==> src/hdl/assert_macros.svh <==
// Assertion macros used by edd_core.
// Define ASSERT_OFF to compile the checks out; no other dependencies.
`ifndef ASSERT_MACROS_SVH
`define ASSERT_MACROS_SVH

`ifndef ASSERT_OFF
// clocked check, masked while reset is asserted
`define ASSERT_CLK(lbl, clk, rstn, prop, msg) \
  lbl: assert property (@(posedge clk) disable iff (!rstn) prop) else $error(msg);
// clocked check that also runs through reset
`define ASSERT_RST(lbl, clk, prop, msg) \
  lbl: assert property (@(posedge clk) prop) else $error(msg);
`else
`define ASSERT_CLK(lbl, clk, rstn, prop, msg)
`define ASSERT_RST(lbl, clk, prop, msg)
`endif

`endif

==> src/hdl/edd_pkg.sv <==
`timescale 1ns / 1ps
// Package for the encoder distance drive: widths, register indexes,
// reset values, ALU op codes and the word structs. No dependencies.
package edd_pkg;

  localparam int CNT_W_DEF  = 16;
  localparam int FRAC_DEF   = 16;
  // signed headroom of err*prop_gain + derr*deriv_gain over the count width
  localparam int PROD_EXTRA = 21;

  localparam int GAIN_W     = 18;
  localparam int SPD_W      = 8;
  localparam int TGT_W      = 16;
  localparam int PULSE_W    = 4;
  localparam int CFG_IDX_W  = 3;
  localparam int CFG_DATA_W = 18;

  localparam logic [CFG_IDX_W-1:0] REG_MIN_SPEED  = 3'd0;
  localparam logic [CFG_IDX_W-1:0] REG_MID_SPEED  = 3'd1;
  localparam logic [CFG_IDX_W-1:0] REG_MAX_SPEED  = 3'd2;
  localparam logic [CFG_IDX_W-1:0] REG_PROP_GAIN  = 3'd3;
  localparam logic [CFG_IDX_W-1:0] REG_DERIV_GAIN = 3'd4;

  localparam logic [SPD_W-1:0]  MIN_SPEED_RST  = 8'd80;
  localparam logic [SPD_W-1:0]  MID_SPEED_RST  = 8'd100;
  localparam logic [SPD_W-1:0]  MAX_SPEED_RST  = 8'd120;
  localparam logic [GAIN_W-1:0] PROP_GAIN_RST  = 18'd13107;
  localparam logic [GAIN_W-1:0] DERIV_GAIN_RST = 18'd7;

  localparam logic CMD_START = 1'b0;

  localparam logic ALU_ADD = 1'b0;
  localparam logic ALU_SUB = 1'b1;

  typedef struct packed {
    logic [SPD_W-1:0]  min_speed;
    logic [SPD_W-1:0]  mid_speed;
    logic [SPD_W-1:0]  max_speed;
    logic [GAIN_W-1:0] prop_gain;
    logic [GAIN_W-1:0] deriv_gain;
  } cfg_t;

  typedef struct packed {
    logic               cmd;
    logic [TGT_W-1:0]   cruise_count;
    logic [TGT_W-1:0]   ramp_count;
    logic               go_backward;
    logic [PULSE_W-1:0] right_pulses;
    logic [PULSE_W-1:0] left_pulses;
  } in_word_t;

  typedef struct packed {
    logic [SPD_W-1:0] right_drive;
    logic [SPD_W-1:0] left_drive;
    logic             drive_backward;
    logic             move_done;
  } res_t;

endpackage

==> src/hdl/edd_if.sv <==
`timescale 1ns / 1ps
// Valid/ready channel interfaces for the input and result words.
// Depends on edd_pkg for field widths.
interface edd_in_if import edd_pkg::*; ();
  logic               valid;
  logic               ready;
  logic               cmd;
  logic [TGT_W-1:0]   cruise_count;
  logic [TGT_W-1:0]   ramp_count;
  logic               go_backward;
  logic [PULSE_W-1:0] right_pulses;
  logic [PULSE_W-1:0] left_pulses;

  modport source (output valid, cmd, cruise_count, ramp_count, go_backward,
                  right_pulses, left_pulses, input ready);
  modport sink (input valid, cmd, cruise_count, ramp_count, go_backward,
                right_pulses, left_pulses, output ready);
endinterface

interface edd_out_if import edd_pkg::*; ();
  logic             valid;
  logic             ready;
  logic [SPD_W-1:0] right_drive;
  logic [SPD_W-1:0] left_drive;
  logic             drive_backward;
  logic             move_done;

  modport source (output valid, right_drive, left_drive, drive_backward, move_done,
                  input ready);
  modport sink (input valid, right_drive, left_drive, drive_backward, move_done,
                output ready);
endinterface

==> src/hdl/edd_alu.sv <==
`timescale 1ns / 1ps
// Shared add/subtract unit of the drive sequencer.
// Depends on edd_pkg for the op codes.
module edd_alu import edd_pkg::*; #(
  parameter int W = CNT_W_DEF + PROD_EXTRA
) (
  input  logic [W-1:0] a_i,
  input  logic [W-1:0] b_i,
  input  logic         op_i,
  output logic [W-1:0] sum_o
);

  logic [W-1:0] b_eff;

  assign b_eff = (op_i == ALU_SUB) ? ~b_i : b_i;
  assign sum_o = a_i + b_eff + W'(op_i == ALU_SUB);

endmodule

==> src/hdl/edd_core.sv <==
`timescale 1ns / 1ps
// Sequencer and datapath of the drive: counts, PD correction by shift-add,
// ramp speed by restoring division, clamping. Depends on edd_pkg, edd_alu, assert_macros.svh.
`include "assert_macros.svh"

module edd_core import edd_pkg::*; #(
  parameter int COUNT_WIDTH    = CNT_W_DEF,
  parameter int GAIN_FRAC_BITS = FRAC_DEF
) (
  input  logic     clk,
  input  logic     rst_n,
  input  cfg_t     cfg_i,
  input  logic     in_valid_i,
  output logic     in_ready_o,
  input  in_word_t in_word_i,
  output logic     out_valid_o,
  input  logic     out_ready_i,
  output res_t     out_word_o
);

  localparam int CW   = COUNT_WIDTH;
  localparam int FRAC = GAIN_FRAC_BITS;
  localparam int PW   = CW + PROD_EXTRA;
  localparam int EW   = CW + 1;
  localparam int DW   = CW + 2;
  localparam int SW   = CW + 3;
  localparam int CRW  = PW - FRAC;
  localparam int AW   = (CW > TGT_W + 1) ? CW : TGT_W + 1;
  localparam int NW   = TGT_W + SPD_W;
  localparam int HW   = SPD_W + 3;

  localparam logic [3:0] S_IDLE = 4'd0;
  localparam logic [3:0] S_CHK  = 4'd1;
  localparam logic [3:0] S_DERR = 4'd2;
  localparam logic [3:0] S_ESUM = 4'd3;
  localparam logic [3:0] S_MUL  = 4'd4;
  localparam logic [3:0] S_CORR = 4'd5;
  localparam logic [3:0] S_DIV  = 4'd6;
  localparam logic [3:0] S_BASE = 4'd7;
  localparam logic [3:0] S_CLR  = 4'd8;
  localparam logic [3:0] S_CLL  = 4'd9;
  localparam logic [3:0] S_FIN  = 4'd10;

  logic [3:0]              state_r;
  logic [CW-1:0]           right_total_r, left_total_r;
  logic signed [EW-1:0]    last_err_r;
  logic [TGT_W-1:0]        cruise_r;
  logic [TGT_W:0]          total_r;
  logic                    dir_r, finished_r;
  logic [SPD_W-1:0]        held_right_r, held_left_r;
  logic signed [EW-1:0]    err_r;
  logic signed [DW-1:0]    derr_r;
  logic signed [SW-1:0]    esum_r;
  logic [PW-1:0]           acc_r;
  logic [4:0]              bit_r;
  logic signed [CRW-1:0]   corr_r;
  logic [TGT_W-1:0]        d_r, span_r;
  logic                    in_cruise_r;
  logic [NW-1:0]           rem_r;
  logic [SPD_W-1:0]        q_r;
  logic [2:0]              div_i_r;
  logic [SPD_W-1:0]        base_r;
  logic signed [HW-1:0]    hi_r;
  logic                    out_valid_r;
  res_t                    out_word_r;

  logic [CW:0]             r_sum, l_sum, avg_sum;
  logic [CW-1:0]           r_sat, l_sat, avg;
  logic [AW-1:0]           avg_x, d_full;
  logic                    avg_ge, avg_lt_cr;
  logic [TGT_W:0]          span_full;
  logic                    dneg;
  logic [SPD_W-1:0]        dmag;
  logic [NW-1:0]           num;
  logic signed [PW-1:0]    addend;
  logic [PW-1:0]           alu_a, alu_b, alu_sum;
  logic                    alu_op;
  logic [SPD_W-1:0]        base_nxt;
  logic signed [HW-1:0]    hi_nxt;

  // saturating wheel counts
  assign r_sum = {1'b0, right_total_r} + (CW+1)'(in_word_i.right_pulses);
  assign l_sum = {1'b0, left_total_r} + (CW+1)'(in_word_i.left_pulses);
  assign r_sat = r_sum[CW] ? {CW{1'b1}} : r_sum[CW-1:0];
  assign l_sat = l_sum[CW] ? {CW{1'b1}} : l_sum[CW-1:0];

  assign avg_sum   = {1'b0, right_total_r} + {1'b0, left_total_r};
  assign avg       = avg_sum[CW:1];
  assign avg_x     = AW'(avg);
  assign avg_ge    = avg_x >= AW'(total_r);
  assign avg_lt_cr = avg_x < AW'(cruise_r);
  assign d_full    = avg_x - AW'(cruise_r);
  assign span_full = total_r - {1'b0, cruise_r};

  assign dneg = cfg_i.mid_speed > cfg_i.min_speed;
  assign dmag = dneg ? (cfg_i.mid_speed - cfg_i.min_speed)
                     : (cfg_i.min_speed - cfg_i.mid_speed);
  assign num  = {{SPD_W{1'b0}}, d_r} * {{TGT_W{1'b0}}, dmag};

  // one gain bit of each product per cycle
  always_comb begin
    unique case ({cfg_i.prop_gain[bit_r], cfg_i.deriv_gain[bit_r]})
      2'b00: addend = '0;
      2'b10: addend = PW'(err_r);
      2'b01: addend = PW'(derr_r);
      2'b11: addend = PW'(esum_r);
    endcase
  end

  always_comb begin
    alu_a  = '0;
    alu_b  = '0;
    alu_op = ALU_ADD;
    unique case (state_r)
      S_CHK: begin
        alu_a  = PW'(right_total_r);
        alu_b  = PW'(left_total_r);
        alu_op = ALU_SUB;
      end
      S_DERR: begin
        alu_a  = PW'(err_r);
        alu_b  = PW'(last_err_r);
        alu_op = ALU_SUB;
      end
      S_ESUM: begin
        alu_a = PW'(err_r);
        alu_b = PW'(derr_r);
      end
      S_MUL: begin
        alu_a = acc_r;
        alu_b = addend <<< bit_r;
      end
      S_CORR: begin
        // bias negative products so the shift truncates toward zero
        alu_a = acc_r;
        alu_b = acc_r[PW-1] ? {{(PW-FRAC){1'b0}}, {FRAC{1'b1}}} : '0;
      end
      S_DIV: begin
        alu_a  = PW'(rem_r);
        alu_b  = PW'({{SPD_W{1'b0}}, span_r} << div_i_r);
        alu_op = ALU_SUB;
      end
      S_CLR: begin
        alu_a  = PW'(base_r);
        alu_b  = PW'(corr_r);
        alu_op = ALU_SUB;
      end
      S_CLL: begin
        alu_a = PW'(base_r);
        alu_b = PW'(corr_r);
      end
      default: begin
        alu_a  = '0;
        alu_b  = '0;
        alu_op = ALU_ADD;
      end
    endcase
  end

  edd_alu #(
    .W(PW)
  ) u_alu (
    .a_i  (alu_a),
    .b_i  (alu_b),
    .op_i (alu_op),
    .sum_o(alu_sum)
  );

  assign base_nxt = in_cruise_r ? cfg_i.mid_speed
                  : (dneg ? cfg_i.mid_speed - q_r : cfg_i.mid_speed + q_r);
  assign hi_nxt   = in_cruise_r ? signed'(HW'(cfg_i.max_speed))
                  : signed'({2'b00, base_nxt, 1'b0} - HW'(cfg_i.min_speed));

  // low bound wins over high bound, then limit to the drive range
  function automatic logic [SPD_W-1:0] clamp_drive(input logic signed [PW-1:0] v,
                                                   input logic [SPD_W-1:0] lo,
                                                   input logic signed [HW-1:0] hi);
    logic signed [PW-1:0] lo_x;
    logic signed [PW-1:0] hi_x;
    logic signed [PW-1:0] t;
    lo_x = signed'(PW'(lo));
    hi_x = PW'(hi);
    if (v < lo_x) begin
      t = lo_x;
    end else if (v > hi_x) begin
      t = hi_x;
    end else begin
      t = v;
    end
    if (t < 0) begin
      return '0;
    end else if (t > signed'(PW'(255))) begin
      return {SPD_W{1'b1}};
    end else begin
      return t[SPD_W-1:0];
    end
  endfunction

  always_ff @(posedge clk) begin
    if (!rst_n) begin
      state_r       <= S_IDLE;
      right_total_r <= '0;
      left_total_r  <= '0;
      last_err_r    <= '0;
      cruise_r      <= '0;
      total_r       <= '0;
      dir_r         <= 1'b0;
      finished_r    <= 1'b1;
      held_right_r  <= '0;
      held_left_r   <= '0;
      out_valid_r   <= 1'b0;
    end else begin
      // S_FIN reloads the output register on its own
      if (out_valid_r && out_ready_i && state_r != S_FIN) begin
        out_valid_r <= 1'b0;
      end
      unique case (state_r)
        S_IDLE: begin
          if (in_valid_i) begin
            if (in_word_i.cmd == CMD_START) begin
              right_total_r <= '0;
              left_total_r  <= '0;
              last_err_r    <= '0;
              cruise_r      <= in_word_i.cruise_count;
              total_r       <= {1'b0, in_word_i.cruise_count} + {1'b0, in_word_i.ramp_count};
              dir_r         <= in_word_i.go_backward;
              state_r       <= S_CHK;
            end else if (finished_r) begin
              state_r <= S_FIN;
            end else begin
              right_total_r <= r_sat;
              left_total_r  <= l_sat;
              state_r       <= S_CHK;
            end
          end
        end
        S_CHK: begin
          if (avg_ge) begin
            finished_r <= 1'b1;
            state_r    <= S_FIN;
          end else begin
            err_r       <= alu_sum[EW-1:0];
            d_r         <= d_full[TGT_W-1:0];
            span_r      <= span_full[TGT_W-1:0];
            in_cruise_r <= avg_lt_cr;
            state_r     <= S_DERR;
          end
        end
        S_DERR: begin
          derr_r  <= alu_sum[DW-1:0];
          rem_r   <= num;
          state_r <= S_ESUM;
        end
        S_ESUM: begin
          esum_r  <= alu_sum[SW-1:0];
          acc_r   <= '0;
          bit_r   <= '0;
          state_r <= S_MUL;
        end
        S_MUL: begin
          acc_r <= alu_sum;
          if (bit_r == 5'(GAIN_W - 1)) begin
            state_r <= S_CORR;
          end else begin
            bit_r <= bit_r + 5'd1;
          end
        end
        S_CORR: begin
          corr_r     <= alu_sum[PW-1:FRAC];
          last_err_r <= err_r;
          q_r        <= '0;
          div_i_r    <= 3'd7;
          state_r    <= in_cruise_r ? S_BASE : S_DIV;
        end
        S_DIV: begin
          if (!alu_sum[PW-1]) begin
            rem_r        <= alu_sum[NW-1:0];
            q_r[div_i_r] <= 1'b1;
          end
          if (div_i_r == 3'd0) begin
            state_r <= S_BASE;
          end else begin
            div_i_r <= div_i_r - 3'd1;
          end
        end
        S_BASE: begin
          base_r  <= base_nxt;
          hi_r    <= hi_nxt;
          state_r <= S_CLR;
        end
        S_CLR: begin
          held_right_r <= clamp_drive(signed'(alu_sum), cfg_i.min_speed, hi_r);
          state_r      <= S_CLL;
        end
        S_CLL: begin
          held_left_r <= clamp_drive(signed'(alu_sum), cfg_i.min_speed, hi_r);
          finished_r  <= 1'b0;
          state_r     <= S_FIN;
        end
        S_FIN: begin
          // wait for the output register to free up
          if (!out_valid_r || out_ready_i) begin
            out_word_r.right_drive    <= held_right_r;
            out_word_r.left_drive     <= held_left_r;
            out_word_r.drive_backward <= dir_r;
            out_word_r.move_done      <= finished_r;
            out_valid_r               <= 1'b1;
            state_r                   <= S_IDLE;
          end
        end
        default: begin
          state_r <= S_IDLE;
        end
      endcase
    end
  end

  assign in_ready_o  = (state_r == S_IDLE);
  assign out_valid_o = out_valid_r;
  assign out_word_o  = out_word_r;

  `ASSERT_CLK(a_mul_bit_range, clk, rst_n, (state_r == S_MUL |-> bit_r < 5'(GAIN_W)), "multiply bit counter out of range")
  `ASSERT_CLK(a_div_rem_bound, clk, rst_n, (state_r == S_DIV |-> ({1'b0, rem_r} < ({9'd0, span_r} << ({1'b0, div_i_r} + 4'd1)))), "division remainder out of bound")
  `ASSERT_CLK(a_done_holds, clk, rst_n, (state_r == S_CHK && avg_ge |=> $stable(held_right_r) && $stable(held_left_r) && finished_r), "finished move changed the held speeds")
  `ASSERT_CLK(a_fin_waits, clk, rst_n, (state_r == S_FIN && out_valid_r && !out_ready_i |=> state_r == S_FIN && out_valid_r), "result word overwritten while stalled")
  `ASSERT_RST(a_reset_idle, clk, (!rst_n |=> state_r == S_IDLE && !out_valid_r), "not idle after reset")

endmodule

==> src/hdl/encoder_distance_drive_pd.sv <==
`timescale 1ns / 1ps
// Top level of the encoder distance drive: configuration registers,
// channel hookup. Depends on edd_pkg, edd_if, edd_core.
//
//   channel   dir   handshake      payload
//   in_ch     in    valid/ready    cmd, cruise_count, ramp_count, go_backward, pulses
//   out_ch    out   valid/ready    right_drive, left_drive, drive_backward, move_done
//   cfg_*     in    cfg_we only    cfg_index, cfg_wdata
//
// One word at a time on the shared adder: the sequencer checks the counts, forms
// the error terms, runs the shift-add gain multiply, in the ramp also the restoring
// divide, clamps both drives and loads the result word. An ended move loads it from
// the check; a tick after done skips the check. in_ready rises as the word is loaded.
// A stalled output holds the sequencer in its last step; reset is synchronous.
module encoder_distance_drive_pd import edd_pkg::*; #(
  parameter int COUNT_WIDTH    = CNT_W_DEF,
  parameter int GAIN_FRAC_BITS = FRAC_DEF
) (
  input  logic                  clk,
  input  logic                  rst_n,
  edd_in_if.sink                in_ch,
  edd_out_if.source             out_ch,
  input  logic                  cfg_we,
  input  logic [CFG_IDX_W-1:0]  cfg_index,
  input  logic [CFG_DATA_W-1:0] cfg_wdata
);

  logic [SPD_W-1:0]  min_speed_r, mid_speed_r, max_speed_r;
  logic [GAIN_W-1:0] prop_gain_r, deriv_gain_r;
  cfg_t              cfg;
  in_word_t          in_word;
  res_t              out_word;
  logic              out_valid;

  always_ff @(posedge clk) begin
    if (!rst_n) begin
      min_speed_r  <= MIN_SPEED_RST;
      mid_speed_r  <= MID_SPEED_RST;
      max_speed_r  <= MAX_SPEED_RST;
      prop_gain_r  <= PROP_GAIN_RST;
      deriv_gain_r <= DERIV_GAIN_RST;
    end else if (cfg_we) begin
      unique case (cfg_index)
        REG_MIN_SPEED:  min_speed_r  <= cfg_wdata[SPD_W-1:0];
        REG_MID_SPEED:  mid_speed_r  <= cfg_wdata[SPD_W-1:0];
        REG_MAX_SPEED:  max_speed_r  <= cfg_wdata[SPD_W-1:0];
        REG_PROP_GAIN:  prop_gain_r  <= cfg_wdata[GAIN_W-1:0];
        REG_DERIV_GAIN: deriv_gain_r <= cfg_wdata[GAIN_W-1:0];
        default: begin
        end
      endcase
    end
  end

  assign cfg.min_speed  = min_speed_r;
  assign cfg.mid_speed  = mid_speed_r;
  assign cfg.max_speed  = max_speed_r;
  assign cfg.prop_gain  = prop_gain_r;
  assign cfg.deriv_gain = deriv_gain_r;

  assign in_word.cmd          = in_ch.cmd;
  assign in_word.cruise_count = in_ch.cruise_count;
  assign in_word.ramp_count   = in_ch.ramp_count;
  assign in_word.go_backward  = in_ch.go_backward;
  assign in_word.right_pulses = in_ch.right_pulses;
  assign in_word.left_pulses  = in_ch.left_pulses;

  edd_core #(
    .COUNT_WIDTH   (COUNT_WIDTH),
    .GAIN_FRAC_BITS(GAIN_FRAC_BITS)
  ) u_core (
    .clk        (clk),
    .rst_n      (rst_n),
    .cfg_i      (cfg),
    .in_valid_i (in_ch.valid),
    .in_ready_o (in_ch.ready),
    .in_word_i  (in_word),
    .out_valid_o(out_valid),
    .out_ready_i(out_ch.ready),
    .out_word_o (out_word)
  );

  assign out_ch.valid          = out_valid;
  assign out_ch.right_drive    = out_word.right_drive;
  assign out_ch.left_drive     = out_word.left_drive;
  assign out_ch.drive_backward = out_word.drive_backward;
  assign out_ch.move_done      = out_word.move_done;

endmodule
==> src/flat_wrapper.sv <==
// flat-port wrapper written by rule: the top's interface ports become plain ports
module encoder_distance_drive_pd_flat import edd_pkg::*;
#(
  parameter int COUNT_WIDTH    = CNT_W_DEF,
  parameter int GAIN_FRAC_BITS = FRAC_DEF
)
  (clk, rst_n, cfg_we, cfg_index, cfg_wdata, in_ch_valid, in_ch_cmd, in_ch_cruise_count, in_ch_ramp_count, in_ch_go_backward, in_ch_right_pulses, in_ch_left_pulses, in_ch_ready, out_ch_valid, out_ch_right_drive, out_ch_left_drive, out_ch_drive_backward, out_ch_move_done, out_ch_ready);
  edd_in_if in_ch_i ();
  edd_out_if out_ch_i ();
  input  logic clk;
  input  logic rst_n;
  input  logic cfg_we;
  input  logic [CFG_IDX_W-1:0] cfg_index;
  input  logic [CFG_DATA_W-1:0] cfg_wdata;
  input wire logic [$bits(in_ch_i.valid)-1:0] in_ch_valid;
  input wire logic [$bits(in_ch_i.cmd)-1:0] in_ch_cmd;
  input wire logic [$bits(in_ch_i.cruise_count)-1:0] in_ch_cruise_count;
  input wire logic [$bits(in_ch_i.ramp_count)-1:0] in_ch_ramp_count;
  input wire logic [$bits(in_ch_i.go_backward)-1:0] in_ch_go_backward;
  input wire logic [$bits(in_ch_i.right_pulses)-1:0] in_ch_right_pulses;
  input wire logic [$bits(in_ch_i.left_pulses)-1:0] in_ch_left_pulses;
  output wire logic [$bits(in_ch_i.ready)-1:0] in_ch_ready;
  output wire logic [$bits(out_ch_i.valid)-1:0] out_ch_valid;
  output wire logic [$bits(out_ch_i.right_drive)-1:0] out_ch_right_drive;
  output wire logic [$bits(out_ch_i.left_drive)-1:0] out_ch_left_drive;
  output wire logic [$bits(out_ch_i.drive_backward)-1:0] out_ch_drive_backward;
  output wire logic [$bits(out_ch_i.move_done)-1:0] out_ch_move_done;
  input wire logic [$bits(out_ch_i.ready)-1:0] out_ch_ready;
  assign in_ch_i.valid = in_ch_valid;
  assign in_ch_i.cmd = in_ch_cmd;
  assign in_ch_i.cruise_count = in_ch_cruise_count;
  assign in_ch_i.ramp_count = in_ch_ramp_count;
  assign in_ch_i.go_backward = in_ch_go_backward;
  assign in_ch_i.right_pulses = in_ch_right_pulses;
  assign in_ch_i.left_pulses = in_ch_left_pulses;
  assign in_ch_ready = in_ch_i.ready;
  assign out_ch_valid = out_ch_i.valid;
  assign out_ch_right_drive = out_ch_i.right_drive;
  assign out_ch_left_drive = out_ch_i.left_drive;
  assign out_ch_drive_backward = out_ch_i.drive_backward;
  assign out_ch_move_done = out_ch_i.move_done;
  assign out_ch_i.ready = out_ch_ready;
  encoder_distance_drive_pd #(.COUNT_WIDTH(COUNT_WIDTH), .GAIN_FRAC_BITS(GAIN_FRAC_BITS)) u_core (.clk(clk), .rst_n(rst_n), .in_ch(in_ch_i), .out_ch(out_ch_i), .cfg_we(cfg_we), .cfg_index(cfg_index), .cfg_wdata(cfg_wdata));
endmodule
==> config.mk <==
export PLATFORM = sky130hd
export DESIGN_NAME = encoder_distance_drive_pd_flat
export DESIGN_NICKNAME = d
export VERILOG_FILES = /design/src/hdl/edd_pkg.sv /design/src/hdl/edd_if.sv /design/src/hdl/edd_alu.sv /design/src/hdl/edd_core.sv /design/src/hdl/encoder_distance_drive_pd.sv /design/src/flat_wrapper.sv
export VERILOG_INCLUDE_DIRS = /design/src /design/src/hdl
export SDC_FILE = /design/constraint.sdc
export NUM_CORES = 1
export LEC_CHECK = 0
export BUFFER_PORTS_ARGS = -buffer_cell sky130_fd_sc_hd__buf_2
export CAP_MARGIN = 20
export CORE_ASPECT_RATIO = 0.7
export CORE_MARGIN = 3
export CORE_UTILIZATION = 45
export CTS_CLUSTER_SIZE = 28
export DETAILED_ROUTE_END_ITERATION = 6
export SYNTH_ARGS = -nofsm -noshare
export SYNTH_HDL_FRONTEND = slang
export SYNTH_SLANG_ARGS = --single-unit
export TNS_END_PERCENT = 1
==> constraint.sdc <==
create_clock -name clk -period 13.9 [get_ports clk]
set_input_delay 2.085 -clock clk [delete_from_list [all_inputs] [get_ports clk]]
set_output_delay 2.085 -clock clk [all_outputs]
set_load 0.01 [all_outputs]
# Yosys cells after proc, flatten, opt, wreduce, memory -nomap -nowiden
# Index checks and enable logic that the tools add are counted.
[totals] reg_bits=386 input_bits=68 output_inout_bits=20
[classes] n_eq_ne=29 add_sub_neg=15 n_mul=1 shifts=2 n_reduce_logical=39 muxes=58 magnitude_cmp=12 n_bitwise=4
[op_table] op="37-bit two-way mux" count=7
[op_table] op="37-bit one-hot mux with 7 select lines" count=1
[op_table] op="37-bit one-hot mux with 5 select lines" count=1
[op_table] op="37-bit one-hot mux with 4 select lines" count=1
[op_table] op="16-bit two-way mux" count=7
[op_table] op="37-bit by 9-bit greater-than comparator with 1-bit output (second input constant)" count=2
[op_table] op="37-bit by 1-bit less-than comparator with 1-bit output (second input constant)" count=2
[op_table] op="37-bit one-hot mux with 2 select lines" count=1
[op_table] op="8-bit two-way mux" count=9
[op_table] op="24-bit one-hot mux with 2 select lines" count=1
[op_table] op="4-bit one-hot mux with 11 select lines" count=1
[op_table] op="37-bit by 1-bit adder with 37-bit output" count=1
[op_table] op="37-bit adder" count=1
[op_table] op="37-bit by 10-bit greater-than comparator with 1-bit output" count=1
[op_table] op="37-bit by 9-bit less-than comparator with 1-bit output" count=1
[op_table] op="37-bit inverter" count=1
[op_table] op="16-bit by 3-bit << shifter with 37-bit output" count=1
[op_table] op="37-bit by 5-bit <<< shifter with 37-bit output" count=1
[op_table] op="16-bit by 16-bit adder with 17-bit output" count=2
[op_table] op="16-bit by 4-bit adder with 17-bit output" count=2
[op_table] op="17-bit two-way mux" count=2
[op_table] op="17-bit one-hot mux with 2 select lines" count=1
[op_table] op="16-bit subtractor" count=2
[op_table] op="4-bit two-way mux" count=7
[op_table] op="48 further kinds" count=104

# Longest topological paths before layout
# Gate-level depths: netlist of run 1.
[logic_depth] word_depth=18 ltp_mapped=44 mapped_depth_nobuf=40

# Hierarchy
# Synthesis of run 1 repeated with hierarchy kept, for this count alone.
[hier_totals] hier_cells=3515 area_unflattened_um2=31566.5
[by_module_without_submodules] mod="edd_core" instances=1 cells_per_inst=2954 area_each_um2=26858.3 seq_area_each_um2=8738.4
[by_module_without_submodules] mod="encoder_distance_drive_pd" instances=1 cells_per_inst=234 area_each_um2=2373.5 seq_area_each_um2=1201.2
[by_module_without_submodules] mod="edd_alu" instances=1 cells_per_inst=327 area_each_um2=2334.7 seq_area_each_um2=0.0

# Worst setup path after synthesis of run 1
# Ideal clock, no wire load.
[synth_timing] path_type="register to register" start="register u_core.u_core.bit_r[0]" end="register u_core.u_core.rem_r[0] (enable)" stages_incl_launch_ff=33 n_path_buf=5 arrival_ns=10.085 setup_slack_ns=3.279 required_ns=13.363 path_cell_list="edfxtp_1 buf_4 buf_4 nor2_1 a22oi_1 a21o_1 a31oi_2 buf_6 buf_1 mux2i_1 o21ai_0 mux2_2 nand2_1 o21ai_0 mux2i_1 mux2i_1 a2111oi_0 xnor2_1 ha_1 clkbuf_1 and3_1 and3_1 a211oi_1 o21ai_1 o211a_1 o21ai_1 a21boi_0 o21ai_1 a21oi_1 o211a_1 nor3_4 inv_1 a2111oi_0"
[synth_via] elab_chain_cells=12
[synth_lines] item="start, declared" line="edd_core.sv:55" source="logic [4:0] bit_r;"
[synth_lines] item="start signal, assigned" line="edd_core.sv:265" source="bit_r <= bit_r + 5'd1;"
[synth_lines] item="1-bit binary-select mux with 5-bit select" line="edd_core.sv:102" source="unique case ({cfg_i.prop_gain[bit_r], cfg_i.deriv_gain[bit_r]})"
[synth_lines] item="1-bit two-way mux (not written as such)" line="edd_core.sv:102"
[synth_lines] item="2-bit equality test (tied with other cells)" line="edd_core.sv:102"
[synth_lines] item="37-bit one-hot mux with 4 select lines" line="edd_core.sv:102"
[synth_lines] item="37-bit by 5-bit <<< shifter with 37-bit output (*)" line="edd_core.sv:131" source="alu_b = addend <<< bit_r;"
[synth_lines] item="37-bit one-hot mux with 7 select lines (*)" line="edd_core.sv:114" source="unique case (state_r)"
[synth_lines] item="37-bit inverter" line="edd_alu.sv:15" source="assign b_eff = (op_i == ALU_SUB) ? ~b_i : b_i;"
[synth_lines] item="37-bit two-way mux (*)" line="edd_alu.sv:15"
[synth_lines] item="37-bit adder (*)" line="edd_alu.sv:16" source="assign sum_o = a_i + b_eff + W'(op_i == ALU_SUB);"
[synth_lines] item="37-bit by 1-bit adder with 37-bit output (*)" line="edd_alu.sv:16"
[synth_lines] item="named net u_core.u_core.alu_sum[36]" line="edd_core.sv:76" source="logic [PW-1:0] alu_a, alu_b, alu_sum;"
[synth_lines] item="2-bit inequality test (no line) (*)"
[synth_lines] item="3-bit AND reduction (no line) (*)"
[synth_lines] item="end signal, assigned" line="edd_core.sv:251" source="rem_r <= num;"
[synth_lines] item="end signal, assigned" line="edd_core.sv:277" source="rem_r <= alu_sum[NW-1:0];"
[synth_lines] item="end, declared" line="edd_core.sv:59" source="logic [NW-1:0] rem_r;"
# Mark *: on every way through the listed nets, which the timed path passes. The rest lies on a longest branch. The select of a mux whose other input is x is not followed.
# A chain may end at the register's enable or synchronous reset.

# Worst setup path in the final report of run 1
[layout_timing] start="register u_core.u_core.bit_r[0]" end="register u_core.u_core.held_right_r[1]"
[layout_via] elab_chain_cells=18
[layout_lines] item="1-bit binary-select mux with 5-bit select" line="edd_core.sv:102"
[layout_lines] item="1-bit two-way mux (not written as such)" line="edd_core.sv:102"
[layout_lines] item="2-bit equality test (tied with other cells)" line="edd_core.sv:102"
[layout_lines] item="37-bit one-hot mux with 4 select lines" line="edd_core.sv:102"
[layout_lines] item="37-bit by 5-bit <<< shifter with 37-bit output (*)" line="edd_core.sv:131"
[layout_lines] item="37-bit one-hot mux with 7 select lines (*)" line="edd_core.sv:114"
[layout_lines] item="37-bit inverter" line="edd_alu.sv:15"
[layout_lines] item="37-bit two-way mux (*)" line="edd_alu.sv:15"
[layout_lines] item="(+2 left out)"
[layout_lines] item="named net u_core.u_core.alu_sum[25]" line="edd_core.sv:76"
[layout_lines] item="37-bit by 10-bit greater-than comparator with 1-bit output" line="edd_core.sv:185" source="end else if (v > hi_x) begin"
[layout_lines] item="37-bit two-way mux" line="edd_core.sv:185"
[layout_lines] item="37-bit two-way mux (*)" line="edd_core.sv:183" source="if (v < lo_x) begin"
[layout_lines] item="37-bit two-way mux (*)" line="edd_core.sv:217" source="unique case (state_r)"
[layout_lines] item="37-bit two-way mux (*)" line="edd_core.sv:200" source="if (!rst_n) begin"
[layout_lines] item="37-bit by 9-bit greater-than comparator with 1-bit output" line="edd_core.sv:192" source="end else if (t > signed'(PW'(255))) begin"
[layout_lines] item="8-bit two-way mux" line="edd_core.sv:192"
[layout_lines] item="8-bit two-way mux (*)" line="edd_core.sv:190" source="if (t < 0) begin"
[layout_lines] item="end signal, assigned" line="edd_core.sv:292" source="held_right_r <= clamp_drive(signed'(alu_sum), cfg_i.min_speed, hi_r);"
[layout_lines] item="end, declared" line="edd_core.sv:50" source="logic [SPD_W-1:0] held_right_r, held_left_r;"
# Marked as above.

==> results of run 1 <==
worst max-delay path, delay by kind of cell, from the launching register on:
kind	cells	cell delay, ps
and+or+nand+nor	8	2060
DFF	1	320
AOI/OAI and AO/OA	19	5010
adders and majority gates	2	750
xor gates and xnor gates	1	70
muxes	5	1750
buffers and inverters	5	1390
registers in the layout, indices dropped and copies added (netlist names), 17 cells and up:
| register | count |
|---|---|
| u_core.u_core.acc_r | 37 |
| u_core.u_core.rem_r | 24 |
| u_core.u_core.corr_r | 21 |
| u_core.u_core.esum_r | 19 |
| u_core.deriv_gain_r | 18 |
| u_core.prop_gain_r | 18 |
| u_core.u_core.derr_r | 18 |
| u_core.u_core.out_word_o | 18 |
| u_core.u_core.err_r | 17 |
| u_core.u_core.last_err_r | 17 |
| u_core.u_core.total_r | 17 |
placed cells by master (no fill, tap or decap), types with 45 or more instances in the layout:
master     instances
nor2_1           190
a21o_1            64
edfxtp_1         221
and2_1            90
ha_1             243
clkbuf_16         45
nand3_1           62
nand2_1          466
xnor2_1           97
buf_2             87
fa_1              95
o21ai_0          183
dfxtp_1          165
inv_1            268
buf_4             55
a21oi_1          292
mux2i_1          104
stage by stage:
| stage | hold slack [ps] | setup WS, ps | utilization [%] |
|---|---|---|---|
| 2_1_floorplan | 408.1 | 3279 | - |
| 3_3_place_gp | 417.5 | 3111 | 48.07 |
| 3_5_place_dp | 427.7 | 2903 | 48.07 |
| 4_1_cts | 444.3 | 2703 | 50.19 |
| 5_1_grt | 448.2 | 1760 | 50.19 |
| 6_report | 442.6 | 2401 | 50.19 |
power by group through the flow:
stage	Sequential, W	Combinational, W	Clock (W)
2_1_floorplan	0.00165	0.00372	0
3_3_place_gp	0.00174	0.00587	0
3_5_place_dp	0.00174	0.00591	0
4_1_cts	0.00171	0.00595	0.00118
5_1_grt	0.00173	0.00653	0.00122
6_report	0.00173	0.00610	0.00117
kinds of logic (layout without fill, tap and decap cells):
group | after synthesis | in the layout | share of synthesized area [%]
AND/OR/NAND/NOR | 1045 | 1045 | 16.16
AO/OA/AOI/OAI | 927 | 927 | 20.03
buffers and inverters | 433 | 491 | 5.544
flip-flops | 386 | 386 | 33.04
adder cells (fa/ha/maj) | 338 | 338 | 16.43
multiplexers | 139 | 139 | 5.070
XOR/XNOR | 128 | 128 | 3.727
per-layer routing:
metal | vias up | track usage, % | share of wire [%] | wire length [um]
met5 | - | 0 | 0.028 | 31
met4 | 4 | 6.584 | 2.2 | 2449
met3 | 145 | 8.224 | 11 | 11550
met2 | 1244 | 43.22 | 40 | 44450
met1 | 13150 | 46.33 | 47 | 51320
li1 | 12150 | - | - | -
area by class of cell:
class | count | area share [%]
Multi-Input combinational cell | 2577 | 56.49
Timing Repair Buffer | 142 | 2.581
Tap cell | 880 | 3.350
Inverter | 272 | 3.114
Sequential cell | 386 | 30.24
Clock buffer | 55 | 3.631
Clock inverter | 22 | 0.5938
how the worst max path moves through the flow:
stage | from | end | slack (ps) | cells past startpoint
after floorplan | u_core.u_core.bit_r[0]$_SDFFCE_PN0P_ | u_core.u_core.rem_r[0]$_DFFE_PP_ | 3280 | 32
after global placement | u_core.u_core.bit_r[0]$_SDFFCE_PN0P_ | u_core.u_core.held_right_r[0]$_SDFFE_PN0P_ | 3110 | 40
after detailed placement | u_core.u_core.bit_r[0]$_SDFFCE_PN0P_ | u_core.u_core.held_right_r[6]$_SDFFE_PN0P_ | 2900 | 40
after CTS | u_core.u_core.bit_r[0]$_SDFFCE_PN0P_ | u_core.u_core.held_right_r[1]$_SDFFE_PN0P_ | 2700 | 40
after global routing | u_core.u_core.bit_r[0]$_SDFFCE_PN0P_ | u_core.u_core.held_right_r[1]$_SDFFE_PN0P_ | 1760 | 40
final | u_core.u_core.bit_r[0]$_SDFFCE_PN0P_ | u_core.u_core.held_right_r[1]$_SDFFE_PN0P_ | 2400 | 40
==> impl_metrics.yaml, run 1 <==
worst_setup_path:
  start_kind: "flip-flop"
  slowest_stage: "a2111oi_0"
  reg2reg_from: "u_core.u_core.bit_r[0]$_SDFFCE_PN0P_"
  r2r_cells: 40
  r2r_end: "u_core.u_core.held_right_r[1]$_SDFFE_PN0P_"
  rrSetupSlack_ps: 2400
  max_stage_delay_ps: 800
  arrival_ps: 11990
  cp.required_ps: 14390
  crit_fanout: 37
  crit_type: "flip-flop to flip-flop"
  worstSetupEndpointType: "flip-flop"
cts:
  path_clk_slew_ps: 70
  cts.sink_count: 386
  cts_root_buf: "clkbuf_16"
  cts_resized: 0
  ctsLongestPathBuffers: 3
  clkLatencyLatePin_ps: 610
  cts_buffers: 42
  cts_tree: "built"
  post-cts-setup-buffers: 0
  htreeDepth: 2
  hold_buffers: 0
power:
  pwr-share-clk_pct: 13.0
  ir_worst_vdd_mv: 0.1433
  power.total_w: 0.008992
  leakage_nw: 13.76
  power_frac_seq_pct: 19.2
  powerDensity_mw_per_mm2: 273.5
  share_comb_of_total_power_pct: 67.8
  internal_power_w: 0.004264
  power.switching_w: 0.004728
  swShare_pct: 52.58
placement:
  dp_hpwl_um: 86060
  gp_congestion: 1.042
  placed_area_mm2: 0.03148
  port_buffers: 87
  post-place-cells: 4257
synth:
  syn_area_per_cell_um2: 8.858
  synth.top_cell.area_share_pct: 22.06
  yosys-top-cells-count: "nand2_1, a21oi_1, inv_1"
  synth_cell_type_count: 94
  syn_inst: 3396
  ys_seq_area_share_pct: 33.04
  yosysWarningCount: 0
  yosys-top-cells-area: "edfxtp_1, dfxtp_1, ha_1"
  synth_edf_count: 221
  synth_most_common_cell: "nand2_1"
  synthFlopType: "edfxtp_1"
  synth_top_area_cell: "edfxtp_1"
  syn_nets: 3802
  synth_seq_cells: 386
  synthArstFlopShare_pct: 0
  syn-cell-area_mm2: 0.03008
route:
  wire_per_inst_um: 25.33
  first_pass_iters: 7
  vias: 26690
  drt_iter0_markers: 3331
  drc: 23
  avgViaCountPerCell: 6.158
  drt-total-wl_um: 109800
  ant_nets: 0
finish:
  multiInputGateArea_mm2: 0.01857
  fin_nets: 3827
  seqCellArea_mm2: 0.009940
  syn_to_final_growth_pct: 9.267
  drive_gt1_share_pct: 8.772
  fillers: 6145
  final_area_mm2: 0.03287
  antenna_cells: 0
  final_cells: 4334
global_route:
  grt_max_degree: 65
  grt-ovfl-total: 0
  antenna_found_initial: 7
  grt_pass1_wl_um: 162200
  grt_pass1_vias: 25080
  track_usage_pct: 30.61
sta:
  final_max_slew_viol_count: 0
  final.min_clock_period_ps: 11500
  tightest_slew_ps: 1090
  period_share_pct: 82.73
  finalSetupViolCount: 0
  rsz0062_at_grt: "no"
  fmax_mhz: 86.96
  tns_ps: 0
  slew_headroom_pct: 27.31
  clock_skew_ps: 39.93
  hold_viol: 0
min_path:
  hp-start: "u_core.u_core.dir_r$_SDFFE_PN0P_"
  worstHoldPathType: "flip-flop to flip-flop"
  hold-path-endpoint: "u_core.u_core.out_word_o[1]$_DFFE_PP_"
  worstHoldPathCells: 0
status:
  outcome: "complete, but fails checks"
  violations: "DRC"
die:
  ios: 88
  rows: 78
  die_x_um: 315.0
  start_util_pct: 45.94
  die_h_um: 222.3
  coreArea_mm2: 0.06549
  die_area_mm2: 0.07004
job:
  drv_cap: 0
Power figures use the tool's default switching activity.
==> inputs of run 2 (changes only) <==
Settings changed: ABC_AREA set to 1.
Clock period 13.9 ns to 12 ns, I/O delays scaled along.
==> run 2 against run 1 <==
- sequential share of layout area rose by 0.21 points
- count of clock-buffer cells in the layout increased by 2
- non-clock buffer count is 4 higher
- the flow now finishes without violations
- clock skew down 13 ps
- final cell count up 12%
- register-to-register slack lost 1100 ps
- via count is 2.9% higher
- routed wire length is 3.2% higher
- synthesized area down 0.95%
- critical path depth is 17 higher
- flip-flop and latch count unchanged
==> impl_metrics.yaml, run 2 <==
sta:
  finalSetupViolCount: 0
  fmax_mhz: 93.64
  hold_viol: 0
  slew_headroom_pct: 12.18
  final_max_slew_viol_count: 0
  rsz0062_at_grt: "no"
  period_share_pct: 88.99
  clock_skew_ps: 27.41
  tightest_slew_ps: 1317
  final.min_clock_period_ps: 10680
  fin_ws_ps: 1321
  tns_ps: 0
cts:
  cts_resized: 0
  cts.sink_count: 386
  post-cts-setup-buffers: 0
  ctsLongestPathBuffers: 3
  cts_root_buf: "clkbuf_16"
  hold_buffers: 0
  clkLatencyLatePin_ps: 600
  cts_tree: "built"
  path_clk_slew_ps: 70
  htreeDepth: 2
  cts_buffers: 42
min_path:
  hp-start: "u_core.u_core.held_right_r[1]$_SDFFE_PN0P_"
  worstHoldPathCells: 0
  hold-path-endpoint: "u_core.u_core.out_word_o[11]$_DFFE_PP_"
  worstHoldPathType: "flip-flop to flip-flop"
worst_setup_path:
  cp.required_ps: 12480
  r2r_end: "u_core.u_core.held_right_r[6]$_SDFFE_PN0P_"
  reg2reg_from: "u_core.u_core.bit_r[1]$_SDFFCE_PN0P_"
  crit_type: "flip-flop to flip-flop"
  crit_fanout: 42
  critPathMostFrequentCell: "nand2_1"
  worstSetupEndpointType: "flip-flop"
  arrival_ps: 11160
  slowest_stage: "edfxtp_1"
  rrSetupSlack_ps: 1320
  r2r_cells: 57
  max_stage_delay_ps: 870
  start_kind: "flip-flop"
route:
  ant_nets: 0
  first_pass_iters: 6
  wire_per_inst_um: 23.33
  vias: 27480
  drc: 0
  drt_iter0_markers: 3109
  avgViaCountPerCell: 5.657
  drt-total-wl_um: 113300
global_route:
  grt_pass1_wl_um: 167100
  antenna_found_initial: 4
  grt_pass1_vias: 25220
  track_usage_pct: 32.08
  grt-ovfl-total: 0
  grt_max_degree: 73
die:
  coreArea_mm2: 0.06519
  ios: 88
  die_h_um: 221.3
  rows: 78
  die_x_um: 313.6
  start_util_pct: 45.70
  die_area_mm2: 0.06939
finish:
  drive_gt1_share_pct: 7.170
  layout_commonest_cell: "nand2_1"
  mostFrequentLayoutCells: "nand2_1, inv_1, o21ai_0"
  syn_to_final_growth_pct: 9.570
  reg.largest.list: "u_core.u_core.acc_r (37), u_core.u_core.rem_r (24), u_core.u_core.corr_r (21)"
  top_register: "u_core.u_core.acc_r"
  largest_reg_flops: 37
  fin_nets: 4347
synth:
  synth_top_area_cell: "edfxtp_1"
  syn_inst: 3880
  yosysWarningCount: 0
  synth_most_common_cell: "nand2_1"
  synthArstFlopShare_pct: 0
  ys_seq_area_share_pct: 33.36
  synth.top_cell.area_share_pct: 22.27
  syn_area_per_cell_um2: 7.679
  synth_edf_count: 221
  syn_nets: 4286
  yosys-top-cells-count: "nand2_1, inv_1, o21ai_0"
  synth_cell_type_count: 60
  yosys-top-cells-area: "edfxtp_1, dfxtp_1, nand2_1"
  syn-cell-area_mm2: 0.02980
  synth_seq_cells: 386
  synthFlopType: "edfxtp_1"
placement:
  gp_congestion: 1.020
  port_buffers: 87
  post-place-ws_ps: 1701
  dp_hpwl_um: 90650
job:
  drv_cap: 0
status:
  outcome: "finished clean"
run 2: cell types whose count changed in the layout (fill, tap and decap cells not counted), sizes merged, moves of 77 or more:
| cell | change |
|---|---|
| nand3 | +106 |
| nand2 | +378 |
| xnor2 | -77 |
| xor2 | +89 |
| and2 | -85 |
| o21ai | +171 |
| nor2 | +157 |
| inv | +269 |
| mux2i | -83 |
run 2: cell families after synthesis:
kind of cell               count (synthesis)  synth area share, %
AOI/OAI and AO/OA                        871                16.28
buffers and inverters                    675                8.663
adders and majority gates                338                16.59
and+or+nand+nor                         1449                20.24
DFF                                      386                33.36
muxes                                     21               0.7055
xor gates and xnor gates                 140                4.166
run 2: final cells by class:
class,count,area (um^2)
repair buffers,146,904.6
clock buffers,57,1139
well taps,880,1101
inverters,546,2049
multi-input cells,2819,17320
clock inverters,21,185.2
flip-flops and latches,386,9940
fillers,6537,32550
diodes,2,5.005
run 2: how the worst max path moves through the flow:
stage	startpoint	endpoint	slack (ps)
2_1_floorplan	u_core.u_core.bit_r[0]$_SDFFCE_PN0P_	u_core.u_core.held_left_r[0]$_SDFFE_PN0P_	4610
3_3_place_gp	u_core.u_core.bit_r[1]$_SDFFCE_PN0P_	u_core.u_core.held_right_r[2]$_SDFFE_PN0P_	2080
3_5_place_dp	u_core.u_core.bit_r[1]$_SDFFCE_PN0P_	u_core.u_core.held_right_r[2]$_SDFFE_PN0P_	1700
4_1_cts	u_core.u_core.bit_r[1]$_SDFFCE_PN0P_	u_core.u_core.held_right_r[6]$_SDFFE_PN0P_	1640
5_1_grt	u_core.u_core.bit_r[1]$_SDFFCE_PN0P_	u_core.u_core.held_left_r[7]$_SDFFE_PN0P_	240
6_report	u_core.u_core.bit_r[1]$_SDFFCE_PN0P_	u_core.u_core.held_right_r[6]$_SDFFE_PN0P_	1320
run 2: routing by layer:
metal / vias up / GRT usage [%] / share of wire [%]
met5: - / 0 / 0.011
met4: 2 / 8.050 / 2.7
met3: 158 / 11.00 / 12
met2: 1203 / 41.21 / 37
met1: 13050 / 50.06 / 48
li1: 13060 / - / -
run 2: worst max-delay path, delay by kind of cell (launching register included):
family          cells  cell delay, ps
buf+inv             4            1080
xor+xnor            4             880
flops               1             870
fa+ha+maj           2             580
compound gates     11            2110
simple gates       36            5030
run 2: metrics by stage:
| step | hold WS, ps | util (%) | std cells | cell area, um^2 |
|---|---|---|---|---|
| after CTS | 423.6 | 50.07 | 4855 | 32640 |
| after global routing | 434.1 | 50.07 | 4855 | 32640 |
| after detailed placement | 412.2 | 48.04 | 4777 | 31320 |
| final | 423.7 | 50.08 | 4857 | 32650 |
| after global placement | 410.8 | 47.98 | 4775 | 31280 |
| after floorplan | 403.0 | - | 3880 | 29800 |
Power of run 2 is left out: the tool's default activity adds up to more than one toggle a clock period on the data nets, which glitch-free logic cannot reach.
